<file path="src/sv/bsrp_pkg.sv">
// shared types and constants for the beam stack block
package bsrp_pkg;

  // command codes
  localparam logic [1:0] CmdAdd   = 2'd0;
  localparam logic [1:0] CmdClear = 2'd1;
  localparam logic [1:0] CmdQuery = 2'd2;

  // result status codes
  localparam logic [2:0] StDiscard = 3'd0;
  localparam logic [2:0] StInsert  = 3'd1;
  localparam logic [2:0] StReplace = 3'd2;
  localparam logic [2:0] StLost    = 3'd3;
  localparam logic [2:0] StPruned  = 3'd4;
  localparam logic [2:0] StCleared = 3'd5;
  localparam logic [2:0] StBest    = 3'd6;
  localparam logic [2:0] StEmpty   = 3'd7;

  // configuration register indexes
  localparam logic RegBeam = 1'b0;
  localparam logic RegSize = 1'b1;

  localparam logic signed [31:0] ScoreMin = 32'sh8000_0000;

  typedef enum logic [3:0] {
    StIdle,
    StScan,
    StDecide,
    StCand,
    StOuter,
    StInner,
    StOuterEnd,
    StPrune,
    StQuery
  } state_e;

endpackage

</file>
<file path="src/sv/beam_stack_recombine_prune.sv">
// beam search stack with recombination and histogram pruning
// an add scans all slots for its key and a free slot, then decides; a query scans all
//   slots for the best score; clear and early discard answer next cycle
// an add that prunes stays busy further for the count, selection and removal sweeps
//   (one read port, one entry a cycle)
// throughput: one command at a time; busy is high until its last result
// reset: valid bits, count and bounds clear at once; no memory clearing pass
module beam_stack_recombine_prune #(
  parameter int MAX_KEEP = 16,
  parameter int KEY_BITS = 32
) (
  input  logic                     clk_i,
  input  logic                     rst_ni,
  input  logic                     start,
  output logic                     busy,
  input  logic                     cfg_we_i,
  input  logic                     cfg_idx_i,
  input  logic [31:0]              cfg_data_i,
  input  logic [1:0]               command_i,
  input  logic [31:0]              recomb_key_i,
  input  logic signed [31:0]       item_score_i,
  input  logic [15:0]              item_id_i,
  output logic                     strobe,
  output logic [2:0]               status_o,
  output logic [15:0]              other_id_o,
  output logic signed [31:0]       other_score_o,
  output logic [5:0]               entry_count_o,
  output logic                     last_o
);

  localparam int Slots = 2 * MAX_KEEP;
  localparam int AW = $clog2(Slots);
  localparam int CW = $clog2(Slots + 1);

  // slot memory: key, score, id
  logic [KEY_BITS-1:0]  mem_key [Slots];
  logic signed [31:0]   mem_score [Slots];
  logic [15:0]          mem_id [Slots];
  logic [Slots-1:0]     valid_q, valid_d;

  logic                 we;
  logic [AW-1:0]        waddr, raddr;
  logic [KEY_BITS-1:0]  rd_key;
  logic signed [31:0]   rd_score;
  logic [15:0]          rd_id;

  bsrp_pkg::state_e     state_q, state_d;
  logic signed [31:0]   beam_q, beam_d, best_q, best_d, worst_q, worst_d;
  logic [4:0]           size_q, size_d;
  logic [CW-1:0]        cnt_q, cnt_d;
  logic [AW:0]          i_q, i_d, j_q, j_d;
  logic [AW-1:0]        rslot_q, rslot_d;  // slot of the data now on the read port
  logic [KEY_BITS-1:0]  key_q, key_d;
  logic signed [31:0]   sc_q, sc_d;
  logic [15:0]          id_q, id_d;
  logic                 hit_q, hit_d, fr_q, fr_d, any_q, any_d, found_q, found_d;
  logic                 usebnd_q, usebnd_d, rv_q, rv_d;
  logic [AW-1:0]        at_q, at_d, fs_q, fs_d;
  logic signed [31:0]   osc_q, osc_d, thr_q, thr_d, cur_q, cur_d, bnd_q, bnd_d;
  logic [15:0]          oid_q, oid_d;
  logic [CW-1:0]        cand_q, cand_d, ge_q, ge_d;
  logic [CW-1:0]        k_eff;
  logic                 st_q, st_d, ls_q, ls_d;
  logic [2:0]           sts_q, sts_d;
  logic [15:0]          oi_q, oi_d;
  logic signed [31:0]   os_q, os_d;
  logic [5:0]           ec_q, ec_d;

  // slot memory write and registered read
  always_ff @(posedge clk_i) begin
    if (we) begin
      mem_key[waddr]   <= key_q;
      mem_score[waddr] <= sc_q;
      mem_id[waddr]    <= id_q;
    end
    rd_key   <= mem_key[raddr];
    rd_score <= mem_score[raddr];
    rd_id    <= mem_id[raddr];
  end

  // effective stack size and saturated bound sum over the updated best bound
  logic [4:0]           size_eff;
  logic signed [31:0]   best_n;
  logic signed [32:0]   bsum_w;
  logic signed [31:0]   bsum, beam_c;
  logic                 cur_use;
  assign size_eff = (size_q == 5'd0) ? 5'd1 :
                    ({27'd0, size_q} > MAX_KEEP) ? 5'(MAX_KEEP) : size_q;
  assign beam_c = beam_q[31] ? beam_q : 32'sd0;
  assign best_n = (sc_q > best_q) ? sc_q : best_q;
  assign bsum_w = {best_n[31], best_n} + {beam_c[31], beam_c};
  assign bsum = (bsum_w[32] != bsum_w[31]) ?
                (bsum_w[32] ? bsrp_pkg::ScoreMin : 32'sh7fff_ffff) : bsum_w[31:0];
  assign k_eff = (CW'(size_eff) > cand_q) ? cand_q : CW'(size_eff);
  assign cur_use = valid_q[rslot_q] && (!usebnd_q || rd_score > bnd_q);

  assign busy = (state_q != bsrp_pkg::StIdle);
  assign strobe = st_q;
  assign status_o = sts_q;
  assign other_id_o = oi_q;
  assign other_score_o = os_q;
  assign entry_count_o = ec_q;
  assign last_o = ls_q;

  // next state and datapath
  always_comb begin
    state_d = state_q; beam_d = beam_q; size_d = size_q; best_d = best_q;
    worst_d = worst_q; cnt_d = cnt_q; i_d = i_q; j_d = j_q; rslot_d = rslot_q;
    key_d = key_q; sc_d = sc_q; id_d = id_q; hit_d = hit_q;
    fr_d = fr_q; any_d = any_q; found_d = found_q; usebnd_d = usebnd_q;
    at_d = at_q; fs_d = fs_q; osc_d = osc_q; thr_d = thr_q; cur_d = cur_q;
    bnd_d = bnd_q; oid_d = oid_q; cand_d = cand_q; ge_d = ge_q; rv_d = 1'b0;
    valid_d = valid_q; st_d = 1'b0; ls_d = 1'b0; sts_d = sts_q; oi_d = oi_q;
    os_d = os_q; ec_d = ec_q; we = 1'b0; waddr = at_q; raddr = '0;

    if (cfg_we_i) begin
      if (cfg_idx_i == bsrp_pkg::RegBeam) beam_d = cfg_data_i;
      else size_d = cfg_data_i[4:0];
    end

    unique case (state_q)
      bsrp_pkg::StIdle: begin
        if (start) begin
          key_d = recomb_key_i[KEY_BITS-1:0];
          sc_d = item_score_i; id_d = item_id_i;
          hit_d = 1'b0; fr_d = 1'b0; any_d = 1'b0; i_d = '0;
          unique case (command_i)
            bsrp_pkg::CmdAdd: begin
              if (item_score_i < worst_q) begin
                st_d = 1'b1; ls_d = 1'b1; sts_d = bsrp_pkg::StDiscard;
                oi_d = '0; os_d = '0; ec_d = 6'(cnt_q);
              end else state_d = bsrp_pkg::StScan;
            end
            bsrp_pkg::CmdClear: begin
              valid_d = '0; cnt_d = '0; st_d = 1'b1; ls_d = 1'b1;
              sts_d = bsrp_pkg::StCleared; oi_d = '0; os_d = '0; ec_d = '0;
            end
            bsrp_pkg::CmdQuery: state_d = bsrp_pkg::StQuery;
            default: ;
          endcase
        end
      end
      // key search and first free slot, or best score for a query, one slot a cycle
      bsrp_pkg::StScan, bsrp_pkg::StQuery: begin
        if (rv_q) begin
          if (state_q == bsrp_pkg::StScan) begin
            if (valid_q[rslot_q] && rd_key == key_q && !hit_q) begin
              hit_d = 1'b1; at_d = rslot_q; osc_d = rd_score; oid_d = rd_id;
            end
            if (!valid_q[rslot_q] && !fr_q) begin
              fr_d = 1'b1; fs_d = rslot_q;
            end
          end else if (valid_q[rslot_q] && (!any_q || rd_score > osc_q)) begin
            any_d = 1'b1; osc_d = rd_score; oid_d = rd_id;
          end
        end
        if (i_q < (AW+1)'(Slots)) begin
          raddr = i_q[AW-1:0]; rslot_d = i_q[AW-1:0]; rv_d = 1'b1;
          i_d = i_q + 1'b1;
        end else if (!rv_q) begin
          if (state_q == bsrp_pkg::StQuery) begin
            state_d = bsrp_pkg::StIdle; st_d = 1'b1; ls_d = 1'b1;
            ec_d = 6'(cnt_q);
            sts_d = any_q ? bsrp_pkg::StBest : bsrp_pkg::StEmpty;
            oi_d = any_q ? oid_q : '0; os_d = any_q ? osc_q : '0;
          end else state_d = bsrp_pkg::StDecide;
        end
      end
      bsrp_pkg::StDecide: begin
        state_d = bsrp_pkg::StIdle; st_d = 1'b1; ls_d = 1'b1;
        if (hit_q && sc_q <= osc_q) begin
          sts_d = bsrp_pkg::StLost; oi_d = oid_q; os_d = osc_q; ec_d = 6'(cnt_q);
        end else if (!hit_q && !fr_q) begin
          sts_d = bsrp_pkg::StDiscard; oi_d = '0; os_d = '0; ec_d = 6'(cnt_q);
        end else begin
          waddr = hit_q ? at_q : fs_q; we = 1'b1;
          valid_d[waddr] = 1'b1;
          if (!hit_q) cnt_d = cnt_q + 1'b1;
          if (sc_q > best_q) begin
            best_d = sc_q;
            if (bsum > worst_q) worst_d = bsum;
          end
          sts_d = hit_q ? bsrp_pkg::StReplace : bsrp_pkg::StInsert;
          oi_d = hit_q ? oid_q : '0; os_d = hit_q ? osc_q : '0;
          ec_d = 6'(cnt_d);
          if ({1'b0, cnt_d} >= (CW+1)'({size_eff, 1'b0})) begin
            ls_d = 1'b0; state_d = bsrp_pkg::StCand; i_d = '0;
            cand_d = '0; usebnd_d = 1'b1; bnd_d = bsum; found_d = 1'b0;
          end
        end
      end
      // count candidates above the bound, fall back to all held
      bsrp_pkg::StCand: begin
        if (rv_q && cur_use) cand_d = cand_q + 1'b1;
        if (i_q < (AW+1)'(Slots)) begin
          raddr = i_q[AW-1:0]; rslot_d = i_q[AW-1:0]; rv_d = 1'b1;
          i_d = i_q + 1'b1;
        end else if (!rv_q) begin
          if (cand_q == '0 && usebnd_q) begin
            usebnd_d = 1'b0; i_d = '0;
          end else begin
            i_d = '0; state_d = bsrp_pkg::StOuter;
          end
        end
      end
      // threshold selection: outer slot fetch
      bsrp_pkg::StOuter: begin
        if (rv_q) begin
          if (cur_use) begin
            cur_d = rd_score; ge_d = '0; j_d = '0; state_d = bsrp_pkg::StInner;
          end else begin
            // skipped entries leave ge at zero, which never wins with k >= 1
            ge_d = '0; state_d = bsrp_pkg::StOuterEnd;
          end
        end else if (i_q < (AW+1)'(Slots)) begin
          raddr = i_q[AW-1:0]; rslot_d = i_q[AW-1:0]; rv_d = 1'b1;
        end else begin
          state_d = found_q ? bsrp_pkg::StPrune : bsrp_pkg::StIdle;
          i_d = '0;
        end
      end
      bsrp_pkg::StInner: begin
        if (rv_q && cur_use && rd_score >= cur_q) ge_d = ge_q + 1'b1;
        if (j_q < (AW+1)'(Slots)) begin
          raddr = j_q[AW-1:0]; rslot_d = j_q[AW-1:0]; rv_d = 1'b1;
          j_d = j_q + 1'b1;
        end else if (!rv_q) state_d = bsrp_pkg::StOuterEnd;
      end
      bsrp_pkg::StOuterEnd: begin
        if (ge_q >= k_eff && (!found_q || cur_q > thr_q)) begin
          thr_d = cur_q; found_d = 1'b1;
        end
        ge_d = '0; i_d = i_q + 1'b1; state_d = bsrp_pkg::StOuter;
      end
      // remove entries below threshold in slot order
      bsrp_pkg::StPrune: begin
        if (rv_q && valid_q[rslot_q] && rd_score < thr_q) begin
          valid_d[rslot_q] = 1'b0; cnt_d = cnt_q - 1'b1;
          st_d = 1'b1; sts_d = bsrp_pkg::StPruned; oi_d = rd_id; os_d = rd_score;
          ec_d = 6'(cnt_d);
        end
        if (i_q < (AW+1)'(Slots)) begin
          raddr = i_q[AW-1:0]; rslot_d = i_q[AW-1:0]; rv_d = 1'b1;
          i_d = i_q + 1'b1;
        end else if (!rv_q) begin
          // final strobe may be the last removal; the held result leaves with last set
          worst_d = thr_q; state_d = bsrp_pkg::StIdle;
        end
      end
      default: state_d = bsrp_pkg::StIdle;
    endcase
  end

  // result register with one-deep hold so the last flag lands on the final one
  logic       hv_q;
  logic [2:0] hs_q;
  logic [15:0] hi_q;
  logic signed [31:0] hc_q;
  logic [5:0] he_q;
  logic       fin;
  assign fin = (state_q != bsrp_pkg::StIdle) && (state_d == bsrp_pkg::StIdle) &&
               (state_q == bsrp_pkg::StPrune || state_q == bsrp_pkg::StOuter);

  always_ff @(posedge clk_i or negedge rst_ni) begin
    if (!rst_ni) begin
      state_q <= bsrp_pkg::StIdle; beam_q <= -32'sd655360; size_q <= 5'd16;
      best_q <= bsrp_pkg::ScoreMin; worst_q <= bsrp_pkg::ScoreMin; cnt_q <= '0;
      valid_q <= '0; st_q <= 1'b0; rv_q <= 1'b0; hv_q <= 1'b0; i_q <= '0;
    end else begin
      state_q <= state_d; beam_q <= beam_d; size_q <= size_d; best_q <= best_d;
      worst_q <= worst_d; cnt_q <= cnt_d; valid_q <= valid_d; rv_q <= rv_d;
      i_q <= i_d;
      // results of a prune chain are held back by one result so last can be set
      if (st_d && ls_d) begin
        st_q <= 1'b1;
        hv_q <= 1'b0;
      end else if (st_d) begin
        st_q <= hv_q;
        hv_q <= 1'b1;
      end else if (fin) begin
        st_q <= hv_q;
        hv_q <= 1'b0;
      end else st_q <= 1'b0;
    end
  end

  always_ff @(posedge clk_i) begin
    j_q <= j_d; rslot_q <= rslot_d; key_q <= key_d; sc_q <= sc_d;
    id_q <= id_d; hit_q <= hit_d; fr_q <= fr_d; any_q <= any_d;
    found_q <= found_d; usebnd_q <= usebnd_d; at_q <= at_d; fs_q <= fs_d;
    osc_q <= osc_d; thr_q <= thr_d; cur_q <= cur_d; bnd_q <= bnd_d;
    oid_q <= oid_d; cand_q <= cand_d; ge_q <= ge_d;
    if (st_d && ls_d) begin
      sts_q <= sts_d; oi_q <= oi_d; os_q <= os_d; ec_q <= ec_d; ls_q <= 1'b1;
    end else if (st_d) begin
      sts_q <= hs_q; oi_q <= hi_q; os_q <= hc_q; ec_q <= he_q; ls_q <= 1'b0;
      hs_q <= sts_d; hi_q <= oi_d; hc_q <= os_d; he_q <= ec_d;
    end else if (fin) begin
      sts_q <= hs_q; oi_q <= hi_q; os_q <= hc_q; ec_q <= he_q; ls_q <= 1'b1;
    end
  end

endmodule
</file>
<file path="config.mk">
export PLATFORM = sky130hd
export DESIGN_NAME = beam_stack_recombine_prune
export DESIGN_NICKNAME = d
export VERILOG_FILES = /design/src/sv/bsrp_pkg.sv /design/src/sv/beam_stack_recombine_prune.sv
export SDC_FILE = /design/constraint.sdc
export NUM_CORES = 2
export LEC_CHECK = 0
export ABC_CLOCK_PERIOD_IN_PS = 17900
export BUFFER_PORTS_ARGS = -buffer_cell sky130_fd_sc_hd__buf_2
export CORE_ASPECT_RATIO = 2
export CORE_MARGIN = 1
export CORE_UTILIZATION = 37
export DETAILED_ROUTE_END_ITERATION = 8
export GPL_TIMING_DRIVEN = 0
export PLACE_DENSITY = 0.48
export REMOVE_ABC_BUFFERS = 1
export SKIP_CTS_REPAIR_TIMING = 1
export SYNTH_ARGS = -nofsm -noshare
export SYNTH_HDL_FRONTEND = slang
export SYNTH_SLANG_ARGS = --single-unit
</file>
<file path="constraint.sdc">
create_clock -name clk_i -period 17.9 [get_ports clk_i]
set_input_delay 4.475 -clock clk_i [delete_from_list [all_inputs] [get_ports clk_i]]
set_output_delay 4.475 -clock clk_i [all_outputs]
set_load 0.005 [all_outputs]
</file>
==> implementation parameters <==
Parameter                              Value

Worst hold path
  Class of the tightest hold or removal check ... register to register

Route
  Residual DRC count ... 0
  TritonRoute pass-1 iters ... 5
  Antenna Violating Nets Remaining ... 0
  Number of design-rule violations left by the first detailed-router iteration ... 8009
  Total via count in the routed design ... 89100
  Ratio of routed vias to standard cells ... 5.69
  Wire length per cell after detailed routing ... 28.8 µm
  Total length of routed wires ... 450000 µm

Synthesis
  Yosys warning count ... 0
  Cell count after synthesis ... 10500
  Leading register cell type out of synthesis ... edfxtp_1
  Count of different cell masters after synthesis ... 98
  Mapped Area ... 0.134 mm²
  Share of synthesized area occupied by flip-flops and latches ... 0.697
  Proportion of netlist area held by the largest area contributor ... 0.657
  Asr flop ratio synth ... 0.0480
  Flip-flop and latch count after synthesis ... 3169
  Post-synth top area cell ... edfxtp_1
  Post-Synthesis Mean Instance Area ... 12.8 µm²
  Number of flops mapped to enable cells by yosys ... 2936
  Largest cells by area after synthesis ... edfxtp_1 (66%), nand2_1 (7.7%), a311oi_1 (3.6%), ha_1 (3.2%), dfrtp_1 (2.5%)

Clock tree
  Buffer depth of the longest clock path ... 4
  Root Buffer Master ... clkbuf_16
  Sinks on the clock net ... 3169
  Clk slew on worst S/H paths ... 0.07 ns
  CTS tree ... built
  Number of buffers created by CTS ... 302
  H-tree levels ... 5
  Skew-Pair Late Insertion Delay ... 0.93 ns

STA
  Pins over their slew limit ... 0
  Hold slack ... 0.444 ns
  Total of endpoints with negative setup slack in the final report ... 0
  Worst Tran Pin Value ... 1.48 ns
  Worst slew slack as a fraction of its limit ... 0.00472
  Fin. Hold Viols ... 0
  Post-layout minimum cycle time ... 14.48 ns
  Unrepaired setup endpoints after global routing ... false
  Fin Clk Skew ... 0.0578 ns
  Smallest setup slack after layout ... 3.42 ns
  Maximum clock rate ... 0.0690 GHz
  Fraction of the cycle the final worst path needs ... 0.809

Finish
  Biggest registers after layout ... mem_key (1024), mem_score (1024), mem_id (512)
  Count of placed standard cells in the final layout, fillers left out ... 15600
  Utilization of the core after routing ... 0.435
  Synthesis-to-finish area growth ... 16.9%
  Final non-filler cell area ... 0.157 mm²
  Final nets ... 11200
  Share of layout cells above drive strength 1 ... 0.114

Pwr
  Share of power burned in combinational logic ... 0.211
  Net switching power ... 6130 µW
  Fraction of power spent switching nets ... 0.306
  Internal power consumption ... 13900 µW
  Leak ... 0.0552 µW
  Flop pwr share ... 0.463
  Clock network power share ... 0.325
  Total power divided by cell area ... 128 mW/mm²
  Worst ir drop on vdd ... 79.0 µV

Worst setup path
  Critical Setup Path Class ... register to register
  Slowest stage cell, crit path ... edfxtp_1
  Worst setup SP type ... register
  Critical path peak fanout ... 35
  Data arrival, critical path ... 15.27 ns
  Element type at the critical path end ... register
  Worst endpoint required time ... 18.69 ns
  Biggest cell delay along the critical path ... 1.25 ns

GRT
  Largest net degree at the start of global routing ... 97
  GR Util All Layers ... 0.241
  First-pass GRT wire length ... 640000 µm
  Initial antenna violation count ... 16
  Via count of the first global-routing pass ... 88900
  GR Overflow Total ... 0

Flow run
  Count of maximum capacitance violations ... 1

Placed design
  Hpwl dp ... 303000 µm
  DP Area ... 0.147 mm²
  Number of cells in the design after placement ... 15100
  DP Worst Slack ... 3.58 ns
  Placer congestion estimate ... 0.879
  Quantity of I/O buffers inserted on ports ... 178

Run status
  Run status ... finished, violations left
  Violated checks ... capacitance limit

Floorplanning
  Std-Cell Core Area ... 0.361 mm²
  Die boundary height ... 854 µm
  Placement Rows ... 312
  Overall die area ... 0.365 mm²
  Horizontal die dimension ... 428 µm
  Io pins ... 179
  Initial cell density of the core ... 0.372
-- metrics by stage --
step	setup TNS, ns	total power [µW]
2_1_floorplan	-2596.44	13000
3_3_place_gp	-	15900
3_5_place_dp	0	13700
4_1_cts	0	20200
5_1_grt	0	20900
6_report	0	20100
-- layout make-up --
type                       count  area [µm²]
sequential                  3169       93600
clock inverter               135        1420
fill                       32300      204000
antenna                       14        35.0
multi-input combinational   6394       37600
tap                         4710        5890
inverter                     242         918
clock buffer                 400        8290
timing repair buffer         582        9170
-- cell usage after synthesis, types with 57 or more instances --
library cell  number
dfrtp_1          135
mux2_2           121
ha_1             342
edfxtp_1        2936
a211oi_1          91
nand2_1         2744
a21oi_1          198
nand3_1          528
clkbuf_1         457
o21ai_0          184
nor2_1           187
a311oi_1         553
nand4_1           69
dfxtp_1           81
nor2b_1           57
inv_1            241
and3_1           421
a31oi_1          112
a21o_1            75
nor4_1            95
buf_2            143
-- metal layers --
| metal | track usage | part of all wire | wire length (µm) | vias up |
|---|---|---|---|---|
| met4 | 0.130 | 0.060 | 26800 | 8 |
| met3 | 0.0258 | 0.046 | 20800 | 832 |
| li1 | - | - | - | 39500 |
| met2 | 0.432 | 0.51 | 232000 | 2879 |
| met5 | 0 | 0.000080 | 36 | - |
| met1 | 0.283 | 0.38 | 171000 | 45900 |
-- worst max-delay path, delay by kind of cell, from the launching register on --
family                   cells  cell delay [ns]
AO/OA/AOI/OAI                9             4.19
adder cells (fa/ha/maj)      4             1.46
buffers and inverters        1             0.23
flip-flops                   1             1.25
multiplexers                 1             0.89
AND/OR/NAND/NOR             13             6.23
-- cell usage in the layout (no fill, tap or decap), types with 41 or more instances in the layout --
master	count
nor2b_1	56
nor2_1	151
clkbuf_16	309
o21ai_0	182
edfxtp_1	2936
dfrtp_1	135
buf_16	104
a31oi_1	111
buf_12	202
dfxtp_1	81
clkinv_2	42
nor4_1	92
clkbuf_1	69
a311oi_1	553
nand3_1	528
nor3_1	49
and3_1	421
xnor2_1	51
nand2_1	2743
inv_1	237
a21oi_1	197
buf_8	77
clkinv_1	41
buf_2	179
a221o_1	54
nand4_1	69
ha_1	342
mux2_2	121
a211oi_1	91
a21o_1	75
-- kinds of logic after synthesis --
| kind of cell | after synthesis | synth area share |
|---|---|---|
| simple gates | 4287 | 0.141 |
| flops | 3169 | 0.697 |
| compound gates | 1499 | 0.0831 |
| buf+inv | 894 | 0.0266 |
| fa+ha+maj | 357 | 0.0331 |
| mux | 172 | 0.0141 |
| xor+xnor | 78 | 0.00509 |
| other cells | 1 | 0.0000279 |
-- power by group through the flow --
stage / Sequential (µW) / Combinational [µW] / Clock (µW)
3_5_place_dp: 9470 / 4220 / 0
3_3_place_gp: 9460 / 6470 / 0
5_1_grt: 9350 / 4610 / 6890
2_1_floorplan: 9160 / 3820 / 0
6_report: 9300 / 4240 / 6530
4_1_cts: 9310 / 4240 / 6660
-- final timing paths --
path	cells past startpoint	end	slack (ns)	from
worst max-delay path	28	worst_q[14]	3.42	sc_q[29]
worst min-delay path	0	oid_q[5]	0.44	rd_id[5]
worst max register to register	28	worst_q[14]	3.42	sc_q[29]
worst min register to register	0	oid_q[5]	0.44	rd_id[5]
max in group asynchronous	2	best_q[3]	13.34	rst_ni
min in group asynchronous	1	cnt_q[5]	3.50	rst_ni
Power figures use the tool's default switching activity.
